### src/rtl/core/mchw_pkg.sv
// shared types and constants of the heartbeat watchdog
package mchw_pkg;

  localparam int unsigned Slots = 16;
  localparam int unsigned SlotW = $clog2(Slots);
  localparam int unsigned MaskW = 16;

  typedef enum logic [2:0] {
    OP_REGISTER   = 3'd0,
    OP_UNREGISTER = 3'd1,
    OP_HEARTBEAT  = 3'd2,
    OP_REARM      = 3'd3,
    OP_RST_ATT    = 3'd4,
    OP_CHECK      = 3'd5
  } op_e;

  typedef enum logic [1:0] {
    ST_OK        = 2'd0,
    ST_DUPLICATE = 2'd1,
    ST_FULL      = 2'd2,
    ST_NOT_FOUND = 2'd3
  } status_e;

  typedef enum logic [1:0] {
    CFG_DEF_TIMEOUT = 2'd0,
    CFG_DEF_AUTO    = 2'd1,
    CFG_DEF_MAX     = 2'd2
  } cfg_idx_e;

  typedef enum logic [2:0] {
    S_IDLE,
    S_SCAN,
    S_APPLY,
    S_CHECK,
    S_OUT
  } state_e;

  typedef struct packed {
    logic [2:0]  op;
    logic [7:0]  svc_id;
    logic [31:0] time_ms;
    logic        use_defaults;
    logic [31:0] tmo_ms;
    logic        crit;
    logic        auto_rst;
    logic [7:0]  max_attempts;
  } in_t;

  typedef struct packed {
    logic [1:0]  status;
    logic [15:0] restart_mask;
    logic [15:0] timeout_mask;
    logic        safe_on;
    logic [31:0] timeout_cnt;
    logic [31:0] restart_cnt;
    logic [31:0] crit_cnt;
  } out_t;

  // one table entry as stored in memory (active bit kept in flops)
  typedef struct packed {
    logic [7:0]  service;
    logic [31:0] timeout;
    logic        critical;
    logic        autorestart;
    logic [7:0]  budget;
    logic [31:0] last_beat;
    logic [7:0]  attempts;
    logic        timed_out;
  } entry_t;

  typedef struct packed {
    logic             we;
    logic [SlotW-1:0] waddr;
    entry_t           wdata;
    logic [SlotW-1:0] raddr;
  } mem_req_t;

endpackage

### src/rtl/core/mchw_if.sv
// valid/ready channel interfaces for payload and configuration
interface mchw_in_if (input logic clk_i);
  logic         valid;
  logic         ready;
  mchw_pkg::in_t data;
  modport source (output valid, output data, input ready);
  modport sink   (input valid, input data, output ready);
endinterface

interface mchw_out_if (input logic clk_i);
  logic           valid;
  logic           ready;
  mchw_pkg::out_t data;
  modport source (output valid, output data, input ready);
  modport sink   (input valid, input data, output ready);
endinterface

interface mchw_cfg_if (input logic clk_i);
  logic        valid;
  logic        ready;
  logic [1:0]  index;
  logic [31:0] wdata;
  modport source (output valid, output index, output wdata, input ready);
  modport sink   (input valid, input index, input wdata, output ready);
endinterface

### src/rtl/core/mchw_table.sv
// slot table memory with one write and one registered read port
module mchw_table (
  input  logic                clk_i,
  input  mchw_pkg::mem_req_t  req_i,
  output mchw_pkg::entry_t    rdata_o
);
  mchw_pkg::entry_t mem [mchw_pkg::Slots];

  always_ff @(posedge clk_i) begin
    if (req_i.we) begin
      mem[req_i.waddr] <= req_i.wdata;
    end
    rdata_o <= mem[req_i.raddr];
  end
endmodule

### src/rtl/core/mchw_ctrl.sv
// sequencer: walks the table for lookups and checks, updates entries
module mchw_ctrl (
  input  logic                clk_i,
  input  logic                rst_ni,
  mchw_in_if.sink             in_ch,
  mchw_out_if.source          out_ch,
  mchw_cfg_if.sink            cfg_ch,
  output mchw_pkg::mem_req_t  req_o,
  input  mchw_pkg::entry_t    rdata_i
);
  localparam int unsigned SW = mchw_pkg::SlotW;

  mchw_pkg::state_e state_q, state_d;
  mchw_pkg::in_t    item_q;
  logic [mchw_pkg::Slots-1:0] active_q, active_d;
  logic [SW:0]      idx_q, idx_d;     // slot whose read is in flight
  logic             rd_ok_q, rd_ok_d; // read data valid for slot idx_q-1
  logic             hit_q, hit_d, free_ok_q, free_ok_d;
  logic [SW-1:0]    hit_idx_q, hit_idx_d, free_idx_q, free_idx_d;
  logic [31:0]      def_to_q;
  logic             def_auto_q;
  logic [7:0]       def_max_q;
  logic             safe_q, safe_d;
  logic [31:0]      tcnt_q, tcnt_d, rcnt_q, rcnt_d, ccnt_q, ccnt_d;
  logic [15:0]      rmask_q, rmask_d, tmask_q, tmask_d;
  logic [1:0]       status_q, status_d;
  logic [SW-1:0]    cur;
  logic [31:0]      elapsed;
  mchw_pkg::entry_t upd;
  logic             upd_we;

  assign cfg_ch.ready = 1'b1;
  assign in_ch.ready  = (state_q == mchw_pkg::S_IDLE);
  assign out_ch.valid = (state_q == mchw_pkg::S_OUT);
  assign out_ch.data  = '{status: status_q, restart_mask: rmask_q, timeout_mask: tmask_q,
                          safe_on: safe_q, timeout_cnt: tcnt_q,
                          restart_cnt: rcnt_q, crit_cnt: ccnt_q};

  assign cur     = idx_q[SW-1:0] - SW'(1);
  assign elapsed = item_q.time_ms - rdata_i.last_beat;

  // next state
  always_comb begin
    state_d = state_q;
    unique case (state_q)
      mchw_pkg::S_IDLE:
        if (in_ch.valid) begin
          state_d = (in_ch.data.op == mchw_pkg::OP_CHECK) ? mchw_pkg::S_CHECK
                  : (in_ch.data.op > mchw_pkg::OP_CHECK) ? mchw_pkg::S_OUT
                  : mchw_pkg::S_SCAN;
        end
      mchw_pkg::S_SCAN:
        if (rd_ok_q && idx_q == (SW+1)'(mchw_pkg::Slots)) state_d = mchw_pkg::S_APPLY;
      mchw_pkg::S_APPLY: state_d = mchw_pkg::S_OUT;
      mchw_pkg::S_CHECK:
        if (rd_ok_q && idx_q == (SW+1)'(mchw_pkg::Slots)) state_d = mchw_pkg::S_OUT;
      mchw_pkg::S_OUT:
        if (out_ch.ready) state_d = mchw_pkg::S_IDLE;
      default: state_d = mchw_pkg::S_IDLE;
    endcase
  end

  // datapath and memory control
  always_comb begin
    active_d = active_q; idx_d = idx_q; rd_ok_d = rd_ok_q;
    hit_d = hit_q; hit_idx_d = hit_idx_q; free_ok_d = free_ok_q; free_idx_d = free_idx_q;
    safe_d = safe_q; tcnt_d = tcnt_q; rcnt_d = rcnt_q; ccnt_d = ccnt_q;
    rmask_d = rmask_q; tmask_d = tmask_q; status_d = status_q;
    upd = rdata_i; upd_we = 1'b0;
    req_o.raddr = idx_q[SW-1:0];
    req_o.we = 1'b0; req_o.waddr = cur; req_o.wdata = upd;
    unique case (state_q)
      mchw_pkg::S_IDLE: begin
        idx_d = '0; rd_ok_d = 1'b0; hit_d = 1'b0; free_ok_d = 1'b0;
        rmask_d = '0; tmask_d = '0; status_d = mchw_pkg::ST_OK;
      end
      mchw_pkg::S_SCAN: begin
        if (rd_ok_q) begin
          if (active_q[cur] && rdata_i.service == item_q.svc_id && !hit_q) begin
            hit_d = 1'b1; hit_idx_d = cur;
          end
          if (!active_q[cur] && !free_ok_q) begin
            free_ok_d = 1'b1; free_idx_d = cur;
          end
        end
        if (idx_q != (SW+1)'(mchw_pkg::Slots)) begin
          idx_d = idx_q + 1'b1; rd_ok_d = 1'b1;
        end
        // point the read at the hit slot for the apply cycle
        req_o.raddr = (idx_q == (SW+1)'(mchw_pkg::Slots)) ? hit_idx_d : idx_q[SW-1:0];
      end
      mchw_pkg::S_APPLY: begin
        req_o.waddr = hit_idx_q;
        if (item_q.op == mchw_pkg::OP_REGISTER) begin
          if (hit_q) status_d = mchw_pkg::ST_DUPLICATE;
          else if (!free_ok_q) status_d = mchw_pkg::ST_FULL;
          else begin
            active_d[free_idx_q] = 1'b1;
            req_o.we = 1'b1; req_o.waddr = free_idx_q;
            upd.service = item_q.svc_id; upd.last_beat = item_q.time_ms;
            upd.attempts = '0; upd.timed_out = 1'b0;
            if (item_q.use_defaults) begin
              upd.timeout = def_to_q; upd.autorestart = def_auto_q;
              upd.budget = def_max_q; upd.critical = 1'b0;
            end else begin
              upd.timeout = item_q.tmo_ms; upd.critical = item_q.crit;
              upd.autorestart = item_q.auto_rst; upd.budget = item_q.max_attempts;
            end
          end
        end else if (!hit_q) begin
          if (item_q.op != mchw_pkg::OP_HEARTBEAT) status_d = mchw_pkg::ST_NOT_FOUND;
        end else begin
          case (item_q.op)
            mchw_pkg::OP_UNREGISTER: active_d[hit_idx_q] = 1'b0;
            mchw_pkg::OP_HEARTBEAT, mchw_pkg::OP_REARM: begin
              upd.last_beat = item_q.time_ms; req_o.we = 1'b1;
            end
            default: begin
              upd.attempts = '0; req_o.we = 1'b1;
            end
          endcase
        end
        req_o.wdata = upd;
      end
      mchw_pkg::S_CHECK: begin
        if (idx_q != (SW+1)'(mchw_pkg::Slots)) begin
          idx_d = idx_q + 1'b1; rd_ok_d = 1'b1;
        end
        if (rd_ok_q && active_q[cur]) begin
          if (elapsed > rdata_i.timeout) begin
            if (!rdata_i.timed_out) begin
              upd_we = 1'b1; upd.timed_out = 1'b1;
              tcnt_d = tcnt_q + 32'd1;
              tmask_d[cur] = 1'b1;
              if (rdata_i.critical) begin
                if (!safe_q) begin
                  safe_d = 1'b1; ccnt_d = ccnt_q + 32'd1;
                end
              end else if (rdata_i.autorestart &&
                           (rdata_i.budget == 8'd0 || rdata_i.attempts < rdata_i.budget)) begin
                upd.attempts = rdata_i.attempts + 8'd1;
                rcnt_d = rcnt_q + 32'd1;
                rmask_d[cur] = 1'b1;
                upd.last_beat = item_q.time_ms;
                upd.timed_out = 1'b0;
              end
            end
          end else if (rdata_i.timed_out) begin
            upd_we = 1'b1; upd.timed_out = 1'b0; upd.attempts = '0;
          end
        end
        req_o.we = upd_we; req_o.wdata = upd;
      end
      mchw_pkg::S_OUT: ;
      default: ;
    endcase
  end

  always_ff @(posedge clk_i or negedge rst_ni) begin
    if (!rst_ni) begin
      state_q <= mchw_pkg::S_IDLE; active_q <= '0; idx_q <= '0; rd_ok_q <= 1'b0;
      hit_q <= 1'b0; free_ok_q <= 1'b0; safe_q <= 1'b0;
      tcnt_q <= '0; rcnt_q <= '0; ccnt_q <= '0;
      def_to_q <= 32'd5000; def_auto_q <= 1'b1; def_max_q <= 8'd3;
    end else begin
      state_q <= state_d; active_q <= active_d; idx_q <= idx_d; rd_ok_q <= rd_ok_d;
      hit_q <= hit_d; free_ok_q <= free_ok_d; safe_q <= safe_d;
      tcnt_q <= tcnt_d; rcnt_q <= rcnt_d; ccnt_q <= ccnt_d;
      if (cfg_ch.valid) begin
        case (cfg_ch.index)
          mchw_pkg::CFG_DEF_TIMEOUT: def_to_q <= cfg_ch.wdata;
          mchw_pkg::CFG_DEF_AUTO:    def_auto_q <= cfg_ch.wdata[0];
          mchw_pkg::CFG_DEF_MAX:     def_max_q <= cfg_ch.wdata[7:0];
          default: ;
        endcase
      end
    end
  end

  always_ff @(posedge clk_i) begin
    if (in_ch.valid && in_ch.ready) item_q <= in_ch.data;
    hit_idx_q <= hit_idx_d; free_idx_q <= free_idx_d;
    rmask_q <= rmask_d; tmask_q <= tmask_d; status_q <= status_d;
  end
endmodule

### src/rtl/core/multi_channel_heartbeat_watchdog.sv
// top level of the multi-channel heartbeat watchdog
// Usage:
//   in_ch carries one operation per beat (register, unregister, heartbeat,
//   rearm, reset attempts, check); out_ch returns exactly one result beat
//   per operation, holding status, the check masks, safe mode and counters.
//   cfg_ch writes the default timeout, auto-restart and budget registers and
//   is always ready; write it only while the block is idle (unenforced).
// Timing:
//   the slot table sits in a single-port-read memory read one slot per cycle.
//   Lookup ops walk the table through the memory's read port and then apply
//   their update; a check walks the table; unknown ops go straight to the
//   result. One operation is in flight at a time; ready rises again the
//   cycle after the result beat is taken.
// Reset:
//   all slots inactive, counters and safe mode cleared, defaults 5000/1/3.
//   No clearing pass: the contents of inactive entries are never used.
// Stall:
//   a result waits in its output register until out_ch.ready; no new
//   operation is accepted meanwhile.
module multi_channel_heartbeat_watchdog (
  input  logic        clk_i,
  input  logic        rst_ni,
  mchw_in_if.sink     in_ch,
  mchw_out_if.source  out_ch,
  mchw_cfg_if.sink    cfg_ch
);
  mchw_pkg::mem_req_t req;
  mchw_pkg::entry_t   rdata;

  mchw_ctrl u_ctrl (
    .clk_i, .rst_ni, .in_ch, .out_ch, .cfg_ch, .req_o(req), .rdata_i(rdata)
  );

  mchw_table u_table (.clk_i, .req_i(req), .rdata_o(rdata));
endmodule

### src/flat_wrapper.sv
// flat-port wrapper written by rule: the top's interface ports become plain ports
module multi_channel_heartbeat_watchdog_flat 
  (clk_i, rst_ni, in_ch_valid, in_ch_data, in_ch_ready, out_ch_valid, out_ch_data, out_ch_ready, cfg_ch_valid, cfg_ch_index, cfg_ch_wdata, cfg_ch_ready);
  mchw_in_if in_ch_i (.clk_i(clk_i));
  mchw_out_if out_ch_i (.clk_i(clk_i));
  mchw_cfg_if cfg_ch_i (.clk_i(clk_i));
  input  logic clk_i;
  input  logic rst_ni;
  input wire logic [$bits(in_ch_i.valid)-1:0] in_ch_valid;
  input wire logic [$bits(in_ch_i.data)-1:0] in_ch_data;
  output wire logic [$bits(in_ch_i.ready)-1:0] in_ch_ready;
  output wire logic [$bits(out_ch_i.valid)-1:0] out_ch_valid;
  output wire logic [$bits(out_ch_i.data)-1:0] out_ch_data;
  input wire logic [$bits(out_ch_i.ready)-1:0] out_ch_ready;
  input wire logic [$bits(cfg_ch_i.valid)-1:0] cfg_ch_valid;
  input wire logic [$bits(cfg_ch_i.index)-1:0] cfg_ch_index;
  input wire logic [$bits(cfg_ch_i.wdata)-1:0] cfg_ch_wdata;
  output wire logic [$bits(cfg_ch_i.ready)-1:0] cfg_ch_ready;
  assign in_ch_i.valid = in_ch_valid;
  assign in_ch_i.data = in_ch_data;
  assign in_ch_ready = in_ch_i.ready;
  assign out_ch_valid = out_ch_i.valid;
  assign out_ch_data = out_ch_i.data;
  assign out_ch_i.ready = out_ch_ready;
  assign cfg_ch_i.valid = cfg_ch_valid;
  assign cfg_ch_i.index = cfg_ch_index;
  assign cfg_ch_i.wdata = cfg_ch_wdata;
  assign cfg_ch_ready = cfg_ch_i.ready;
  multi_channel_heartbeat_watchdog u_core (.clk_i(clk_i), .rst_ni(rst_ni), .in_ch(in_ch_i), .out_ch(out_ch_i), .cfg_ch(cfg_ch_i));
endmodule
### config.mk
export PLATFORM = sky130hd
export DESIGN_NAME = multi_channel_heartbeat_watchdog_flat
export DESIGN_NICKNAME = d
export VERILOG_FILES = /design/src/rtl/core/mchw_pkg.sv /design/src/rtl/core/mchw_if.sv /design/src/rtl/core/mchw_table.sv /design/src/rtl/core/mchw_ctrl.sv /design/src/rtl/core/multi_channel_heartbeat_watchdog.sv /design/src/flat_wrapper.sv
export SDC_FILE = /design/constraint.sdc
export NUM_CORES = 2
export LEC_CHECK = 0
export ABC_AREA = 1
export BUFFER_PORTS_ARGS = -buffer_cell sky130_fd_sc_hd__buf_2
export CAP_MARGIN = 5
export CORE_ASPECT_RATIO = 1.4
export CORE_MARGIN = 5
export CORE_UTILIZATION = 45
export CTS_BUF_LIST = sky130_fd_sc_hd__clkbuf_4
export DETAILED_ROUTE_END_ITERATION = 8
export PLACE_DENSITY_LB_ADDON = 0.08
export SETUP_SLACK_MARGIN = 0.3
export SYNTH_ARGS = -nofsm -noshare
export SYNTH_HDL_FRONTEND = slang
export SYNTH_SLANG_ARGS = --single-unit
### constraint.sdc
create_clock -name clk_i -period 16.22 [get_ports clk_i]
set_input_delay 0.811 -clock clk_i [delete_from_list [all_inputs] [get_ports clk_i]]
set_output_delay 0.811 -clock clk_i [all_outputs]
set_load 0.01 [all_outputs]
==> results.yml <==
status:
  status: "completed"
timing:
  fin_crit_ns: 8.14
  fmax_ghz: 0.123
  maxSlewViolCount: 0
  rsz0062_at_grt: "false"
  hold_viol_final: 0
  setup_viol: 0
  whs_ns: 0.140
  slew_headroom_pct: 15.4
  finalCritPeriodShare_pct: 50.2
  worst_slack_ns: 8.08
  clock_skew_ns: 0.133
  worstMarginPinSlew_ns: 1.27
  setup_tns_ns: 0
cts:
  cts_buffers: 461
  post_cts_resize_count: 0
  clk_pin_slew_ns: 0.07
  cts_buffer_depth: 4
  root_buffer: "clkbuf_4"
  postCtsSetupBuffers: 0
  cts_tree: "built"
  cts_hold_buffers: 125
  clk_latency_ns: 1.29
  cts_max_level: 5
  numClockSinks: 1840
detailed_routing:
  final_antenna_net_count: 0
  drt_pass1_iterations: 6
  wire_per_inst_um: 22.4
  wl_um: 272000
  vias_per_cell: 5.28
  drc: 0
  drt_iter0_drc: 5297
  vias: 64200
floorplan:
  ioPinCount: 259
  die_h_um: 524
  rows: 188
  die_area_um2: 198000
  core_um2: 188000
  start_util_pct: 45.3
  die_w_um: 377
finish:
  fin_nets: 9476
  regArea_um2: 53500
  multiInputGateArea_um2: 22700
  drive_above_1_share_pct: 13.1
  final_area_um2: 96000
  area_growth_pct: 13.0
  final_core_util_pct: 51.2
  fillers: 17400
setup_path:
  cp_max_fo: 42
  cp-end-kind: "flop"
  crit_slowest_cell: "buf_4"
  cp.required_ns: 17.04
  crit_type: "flop to flop"
  crit_chain: "inv_1, ha_1, nand2_1, nor4_1, nand3_1, nand3_1, nand2_1, o211ai_1, nand4_1, nand2_1, xor2_1, ha_1, nand2_1, nor2_1, nand4_1, nor4_1, nand4_1, a21boi_4, ha_1, o21ai_0, nand3_1, nor2_4, buf_4, buf_4"
  crit_path_max_incr_delay_ns: 0.75
  critPathLaunchType: "flop"
  cpMostUsedCell: "nand2_1"
  cp.arrival_ns: 8.96
synthesis:
  yosys.area_share.simple_pct: 20.9
  seq_area_frac_synth_pct: 63.0
  synth_xor_area_share_pct: 1.22
  syn_nets: 8937
  async_flop_share_pct: 8.97
  synth_ff_type: "edfxtp_1"
  synth_compound_gate_area_share_pct: 2.65
  yosysTopAreaCellShare_pct: 56.0
  syn_inst: 8731
  ys_ff_latch: 1840
  synth.area.top_cells: "edfxtp_1, nand3_1, inv_1"
  synth_top_family_by_area: "simple AND/OR/NAND/NOR gates"
  synth_edf_count: 1584
  syn_area_um2: 84900
  synth_top_area_cell: "edfxtp_1"
  synthMuxAreaShare_pct: 0.318
  synth_cell_types: 51
  yosysWarnings: 0
  syn_area_per_cell_um2: 9.73
  synth-adder-area-share_pct: 1.20
grt:
  grt_pass1_wl_um: 401000
  grt_pass1_vias: 62800
  grtUsageTotal_pct: 27.1
  grt_remaining_overflow: 0
  grt_max_degree: 173
  antenna_found_initial: 22
power:
  p_leak_nw: 42.5
  p_per_area_nw_per_um2: 172
  ir_drop_mv: 0.168
placement:
  dpl_cell_area_um2: 88600
  place.port_buffers: 257
  dpl_worst_slack_ns: 8.16
  place_congestion: 0.908
  dp_hpwl_um: 158000
flow_run:
  max-cap-violations: 0
hold_path:
  hold_class: "input pin to asynchronous set/reset pin"
-- state kept, by name, indices dropped and copies added, names as in the netlist, 32 cells and up --
signal                  flops
u_core.u_ctrl.ccnt_q       32
u_core.u_ctrl.tcnt_q       32
u_core.u_ctrl.item_q       86
u_core.u_ctrl.def_to_q     32
u_core.u_table.rdata_o     91
u_core.u_table.mem       1456
u_core.u_ctrl.rcnt_q       32
-- logic make-up (layout without fill, tap and decap cells) --
| logic type | count (synthesis) | after routing |
|---|---|---|
| and+or+nand+nor | 3985 | 3985 |
| buffers and inverters | 2274 | 3184 |
| DFF | 1840 | 1840 |
| AOI/OAI and AO/OA | 408 | 408 |
| xor gates and xnor gates | 118 | 118 |
| adders and majority gates | 81 | 81 |
| muxes | 24 | 24 |
| other | 1 | 44 |
-- layer usage --
| metal | global-route usage (%) | vias to the layer above | part of all wire [%] |
|---|---|---|---|
| li1 | - | 30000 | - |
| met1 | 34.0 | 31200 | 40 |
| met2 | 46.6 | 2474 | 49 |
| met3 | 4.74 | 487 | 6.9 |
| met4 | 11.0 | 6 | 3.4 |
| met5 | 0 | - | 0.019 |
-- critical path, delay by kind of cell, from the launching register on --
family                   cells  cell delay (ns)
AND/OR/NAND/NOR             14             3.75
buffers and inverters        3             1.50
adder cells (fa/ha/maj)      3             0.95
AO/OA/AOI/OAI                3             0.92
flip-flops                   1             0.35
XOR/XNOR                     1             0.07
-- worst paths after layout --
kind / start / to / slack (ns) / depth (start not counted)
worst max-delay path: u_core.u_table.rdata_o[29] / u_core.u_table.mem[8][52] / 8.08 / 24
min in group clk_i: in_ch_data[0] / u_core.u_ctrl.item_q[0] / 0.26 / 2
worst min-delay path: rst_ni / u_core.u_ctrl.idx_q[3] / 0.14 / 2
worst min register to register: u_core.u_ctrl.tcnt_q[31] / u_core.u_ctrl.tcnt_q[31] / 0.47 / 1
worst max register to register: u_core.u_table.rdata_o[29] / u_core.u_table.mem[8][52] / 8.08 / 24
max in group asynchronous: rst_ni / u_core.u_ctrl.ccnt_q[20] / 14.18 / 4
-- cell type report --
class	count	area share (%)
Clock inverter	99	0.550
Timing Repair Buffer	513	3.75
Inverter	1837	7.20
Antenna cell	43	0.112
Clock buffer	735	5.75
Multi-Input combinational cell	4617	23.7
Sequential cell	1840	55.7
Tap cell	2470	3.22
-- cell usage in the layout, fill, tap and decap left out, types with 25 or more instances in the layout --
| master | instances |
|---|---|
| a31oi_2 | 25 |
| dfxtp_1 | 91 |
| ha_1 | 80 |
| nor3_1 | 61 |
| nor2_1 | 220 |
| buf_4 | 125 |
| buf_2 | 256 |
| dlygate4sd3_1 | 125 |
| inv_1 | 1823 |
| xor2_1 | 83 |
| xnor2_1 | 35 |
| a21oi_1 | 163 |
| nand4_1 | 75 |
| clkinv_1 | 80 |
| dfrtp_1 | 157 |
| a31oi_1 | 56 |
| clkbuf_4 | 735 |
| diode_2 | 43 |
| o21ai_0 | 109 |
| edfxtp_1 | 1584 |
| nor4_1 | 27 |
| nand3_1 | 1837 |
| nand2_1 | 1706 |
-- synthesized netlist by cell type (38+ instances only) --
cell type	count
nand2_1	1710
buf_2	184
a31oi_1	81
ha_1	80
inv_1	1825
dfrtp_1	157
edfxtp_1	1584
nand4_1	75
a21oi_1	163
buf_1	44
nor2_1	240
nor3_1	62
xor2_1	83
buf_6	38
clkbuf_1	156
o21ai_0	114
dfxtp_1	91
nand3_1	1840
-- power breakdown --
group	total (W)	internal [W]	leakage [nW]	switching, W
registers	0.00651	0.00619	17.3	0.000323
logic	0.00596	0.00150	21.6	0.00446
clock network	0.00402	0.00212	3.64	0.00190
-- stage by stage --
step,instances,total power (W)
after floorplan,8731,0.0101
after global placement,11200,0.0125
after detailed placement,11200,0.0125
after CTS,12100,0.0166
after global routing,12100,0.0174
final,12200,0.0165
(Power assumes the default switching activity.)
